$ cat src/npcs_pkg.sv
// Shared types and constants for the nearest palette color search core.
// No dependencies; the cell, the core and the testbench import this package.
package npcs_pkg;

  localparam int ColorW = 8;
  localparam int IndexW = 8;
  // Widest squared RGB distance is 3 * 255 * 255 = 195075, 18 bits.
  localparam int DistW = 18;
  localparam logic [DistW-1:0] DistMax = 18'd195075;
  localparam logic [DistW-1:0] DistInit = '1;
  localparam logic [IndexW-1:0] TransparentIndex = 8'd255;

  typedef enum logic {
    OP_WRITE    = 1'b0,
    OP_CLASSIFY = 1'b1
  } npcs_op_t;

  // One beat as it travels down the chain of palette cells.
  typedef struct packed {
    logic              valid;
    npcs_op_t          opcode;
    logic [IndexW-1:0] entry_index;
    logic [ColorW-1:0] red;
    logic [ColorW-1:0] green;
    logic [ColorW-1:0] blue;
    logic              last;
    logic              transp;
    logic [DistW-1:0]  best_dist;
    logic [IndexW-1:0] best_idx;
  } npcs_lane_t;

endpackage

$ cat src/npcs_cell.sv
// One palette cell: holds a single RGB entry, scores the passing pixel
// against it and keeps the running best. Depends on npcs_pkg.
module npcs_cell #(
  parameter logic [7:0] CELL_INDEX = 8'd0
) (
  input  logic               clk,
  input  logic               rst,
  input  logic               advance,
  input  npcs_pkg::npcs_lane_t lane_in,
  output npcs_pkg::npcs_lane_t lane_out
);
  import npcs_pkg::*;

  logic [ColorW-1:0] ent_red;
  logic [ColorW-1:0] ent_green;
  logic [ColorW-1:0] ent_blue;
  npcs_lane_t        mid;
  logic [DistW-1:0]  mid_dist;
  logic [DistW-1:0]  dist_next;
  logic [ColorW-1:0] dr;
  logic [ColorW-1:0] dg;
  logic [ColorW-1:0] db;

  // Absolute channel differences and squared distance to the stored entry
  always_comb begin
    dr = (lane_in.red > ent_red) ? lane_in.red - ent_red : ent_red - lane_in.red;
    dg = (lane_in.green > ent_green) ? lane_in.green - ent_green : ent_green - lane_in.green;
    db = (lane_in.blue > ent_blue) ? lane_in.blue - ent_blue : ent_blue - lane_in.blue;
    dist_next = DistW'({{ColorW{1'b0}}, dr} * {{ColorW{1'b0}}, dr}) +
                DistW'({{ColorW{1'b0}}, dg} * {{ColorW{1'b0}}, dg}) +
                DistW'({{ColorW{1'b0}}, db} * {{ColorW{1'b0}}, db});
  end

  // Capture the entry when a load beat for this cell passes
  always_ff @(posedge clk) begin
    if (advance && lane_in.valid && lane_in.opcode == OP_WRITE &&
        lane_in.entry_index == CELL_INDEX) begin
      ent_red   <= lane_in.red;
      ent_green <= lane_in.green;
      ent_blue  <= lane_in.blue;
    end
  end

  // Stage one: hold the beat with its distance
  always_ff @(posedge clk) begin
    if (rst) begin
      mid.valid <= 1'b0;
    end else if (advance) begin
      mid.valid <= lane_in.valid;
    end
  end

  always_ff @(posedge clk) begin
    if (advance) begin
      mid.opcode      <= lane_in.opcode;
      mid.entry_index <= lane_in.entry_index;
      mid.red         <= lane_in.red;
      mid.green       <= lane_in.green;
      mid.blue        <= lane_in.blue;
      mid.last        <= lane_in.last;
      mid.transp      <= lane_in.transp;
      mid.best_dist   <= lane_in.best_dist;
      mid.best_idx    <= lane_in.best_idx;
      mid_dist        <= dist_next;
    end
  end

  // Stage two: replace the best only when strictly closer, so ties keep the lower index
  always_ff @(posedge clk) begin
    if (rst) begin
      lane_out.valid <= 1'b0;
    end else if (advance) begin
      lane_out.valid <= mid.valid;
    end
  end

  always_ff @(posedge clk) begin
    if (advance) begin
      lane_out.opcode      <= mid.opcode;
      lane_out.entry_index <= mid.entry_index;
      lane_out.red         <= mid.red;
      lane_out.green       <= mid.green;
      lane_out.blue        <= mid.blue;
      lane_out.last        <= mid.last;
      lane_out.transp      <= mid.transp;
      if (mid_dist < mid.best_dist) begin
        lane_out.best_dist <= mid_dist;
        lane_out.best_idx  <= CELL_INDEX;
      end else begin
        lane_out.best_dist <= mid.best_dist;
        lane_out.best_idx  <= mid.best_idx;
      end
    end
  end

endmodule

$ cat config.mk
export PLATFORM = sky130hd
export DESIGN_NAME = npcs_cell
export DESIGN_NICKNAME = d
export VERILOG_FILES = /design/src/npcs_pkg.sv /design/src/npcs_cell.sv
export SDC_FILE = /design/constraint.sdc
export NUM_CORES = 1
export LEC_CHECK = 0
export BUFFER_PORTS_ARGS = -buffer_cell sky130_fd_sc_hd__buf_2
export CAP_MARGIN = 30
export CORE_UTILIZATION = 35
export CTS_BUF_LIST = sky130_fd_sc_hd__clkbuf_16
export DETAILED_ROUTE_END_ITERATION = 6
export PLACE_DENSITY = 0.57
export SETUP_SLACK_MARGIN = 0.4
export SYNTH_ARGS = -nofsm -noshare
export SYNTH_HDL_FRONTEND = slang
export SYNTH_SLANG_ARGS = --single-unit
$ cat constraint.sdc
create_clock -name clk -period 9 [get_ports clk]
set_input_delay 0.45 -clock clk [delete_from_list [all_inputs] [get_ports clk]]
set_output_delay 0.45 -clock clk [all_outputs]
set_load 0.005 [all_outputs]
==> impl_metrics.yaml <==
run_status:
  status: "completed"
placed_design:
  place_ws_ns: 0.313
  place.gp.congestion: 0.837
  port_buffers: 126
  dp_hpwl_um: 20400
  place_area_um2: 14500
die:
  fp.dieH_um: 195
  dieArea_um2: 38200
  initial_core_util: 0.357
  ios: 127
  core_area_um2: 36700
  num_rows: 70
  die_width_um: 195
setup_path:
  crit_path_start: "ent_blue[0]$_DFFE_PP_"
  crit_top_cell: "fa_1"
  cpPeakStageDelay_ns: 0.54
  endpoint_kind: "register"
  crit_fanout: 8
  reg2reg_from: "ent_blue[0]$_DFFE_PP_"
  arrival_ns: 8.30
  cp-start-kind: "register"
  crit_required_ns: 9.20
  crit_path_top_delay_cell: "fa_1"
  critPathKind: "register to register"
synthesis:
  ys_ff_latch: 166
  ys.flop_type: "edfxtp_1"
  seq_area_frac_synth: 0.379
  synth_nets: 1472
  synth_mux_area_frac: 0.0327
  yosys.area.top_type: "edfxtp_1"
  synthCells: 1130
  async_flop_share: 0
  avgSynthCellArea_um2: 11.6
  synth_area_um2: 13100
  ys_top_cells_by_count: "inv_1, edfxtp_1, ha_1"
  synth_edf_count: 164
  yosysWarningCount: 0
  synth.most_common_cell: "inv_1"
  synth_simple_gate_area_frac: 0.0664
  synth-compound-area-share: 0.0635
  yosysUniqueCellTypes: 60
  synth_top_area_share: 0.376
  yosys-top-cells-area: "edfxtp_1, fa_1, ha_1, inv_1, nor2_1"
  synth_xor_xnor_area_share: 0.0255
  synth_top_family_by_area: "adder cells"
  synth_adder_area_share: 0.344
global_routing:
  antenna_found_initial: 1
  grt_pass1_vias: 8390
  grt_overflow: 0
  grt_pass1_wl_um: 42200
  grt.total_usage: 0.142
  grt_max_degree: 61
clocking:
  cts_buffer_depth: 2
  cts-root-buf: "clkbuf_16"
  clkTransAtPathRegs_ns: 0.07
  cts_num_sinks: 166
  htreeDepth: 4
  clk_latency_ns: 0.45
  numCtsBuffers: 17
  cts_tree: "yes"
timing:
  setup_tns_ns: 0
  relSlewSlack: 0.491
  fmax_mhz: 123
  drv_slew: 0
  rsz0062_at_grt: "false"
  fin_crit_ns: 8.10
  worst_slew_pin_slew_ns: 0.763
  skew_ns: 0.0148
  min_period_over_period: 0.900
  finalSetupViolCount: 0
  final_hold_viol_count: 0
  fin_ws_ns: 0.899
route:
  drc: 0
  via_per_inst: 4.56
  dr_total_vias: 8064
  routed_wl_um: 25500
  dr.pass1.iters: 5
  dr.first_iter.drc_count: 341
  wl_per_cell_um: 14.4
  drtAntennaViolNets: 0
min_path:
  hold_path.class: "primary input to register"
  worstHoldStart: "rst"
final_layout:
  nNetsFinal: 1628
  drive_above_1_share: 0.181
  stdcell_area_um2: 15100
  diodes: 0
  syn2layout_area_growth_pct: 14.9
run:
  cap_violations: 0
-- per-stage QoR --
step	instances	hold slack, ns	utilization
floorplan	1130	0.400	-
global placement	1735	0.401	0.394
detailed placement	1735	0.405	0.394
CTS	1767	0.133	0.409
global route	1767	0.129	0.410
finish	1767	0.163	0.410
-- per-layer routing --
metal | routed length [um] | global-route usage | share of wire
met1 | 11900 | 0.187 | 0.47
met5 | 0 | 0 | 0
met4 | 369 | 0.0458 | 0.014
met2 | 12400 | 0.235 | 0.49
met3 | 774 | 0.0295 | 0.030
-- timing repair --
action / in CTS / in global routing
buffers inserted: 0 / 0
hold buffers: 0 / 0
endpoints found under the setup margin: 0 / 5
gates resized for setup: 0 / 8
-- cells in the final DEF, fill, tap and decap left out, types with 3 or more instances in the layout --
master     Yosys  final
a211o_1        3      3
a21boi_0       7      5
a21o_1        12     12
a21oi_1       36     36
a221oi_1       4      4
a31oi_1        5      5
and2_1         4      4
and3_1         3      3
buf_2          5    125
buf_4          2     26
clkbuf_16      0     17
clkinv_1       0      3
edfxtp_1     164    164
fa_1         138    138
ha_1         139    139
inv_1        287    287
inv_2          5      5
inv_6          0      4
mux2_2        19     19
mux2i_1       20     20
nand2_1       25     25
nand2b_1      21     21
nand3_1        7      7
nand4_1        5      5
nor2_1        93     93
nor2b_1        7      7
nor3_1         6      6
o21ai_0       19     19
o21ai_1        3      3
o21bai_1      10     10
or2_1          4      4
or2_2          4      4
xnor2_1       19     18
xor2_1         8      6
xor2_2         5      7
-- area by class of cell --
class	instances	area, um2
multi-input cells	657	7010
clock inverters	15	144
repair buffers	152	832
flip-flops and latches	166	4960
fillers	3476	21600
well taps	468	586
clock buffers	17	425
inverters	292	1100
-- sequential cells by signal, indices dropped and copies added (netlist names) --
name,count
ent_red,8
lane_out,62
mid_dist,18
mid,62
ent_blue,8
ent_green,8
-- kinds of logic after synthesis --
logic type / after synthesis
xor gates and xnor gates: 33
muxes: 40
adders and majority gates: 277
and+or+nand+nor: 186
buffers and inverters: 307
DFF: 166
AOI/OAI and AO/OA: 121
-- worst paths after layout --
check                                            endpoint  slack [ns]  cells past startpoint
worst min-delay path            lane_out[61]$_SDFFE_PP0P_        0.16                      2
worst min register to register     lane_out[44]$_DFFE_PP_        0.42                      0
worst max register to register     mid_dist[13]$_DFFE_PP_        0.90                     27
worst max-delay path               mid_dist[13]$_DFFE_PP_        0.90                     27
-- worst max-delay path, delay by kind of cell, from the launching register on --
kind            cells  cell delay, ns
flops               1            0.36
fa+ha+maj          10            4.44
xor+xnor            1            0.29
simple gates        2            0.41
buf+inv             5            0.35
mux                 1            0.32
compound gates      8            1.68
Power is not shown: default switching activity piles up to over one toggle a cycle in this logic, so the estimate is an artifact.
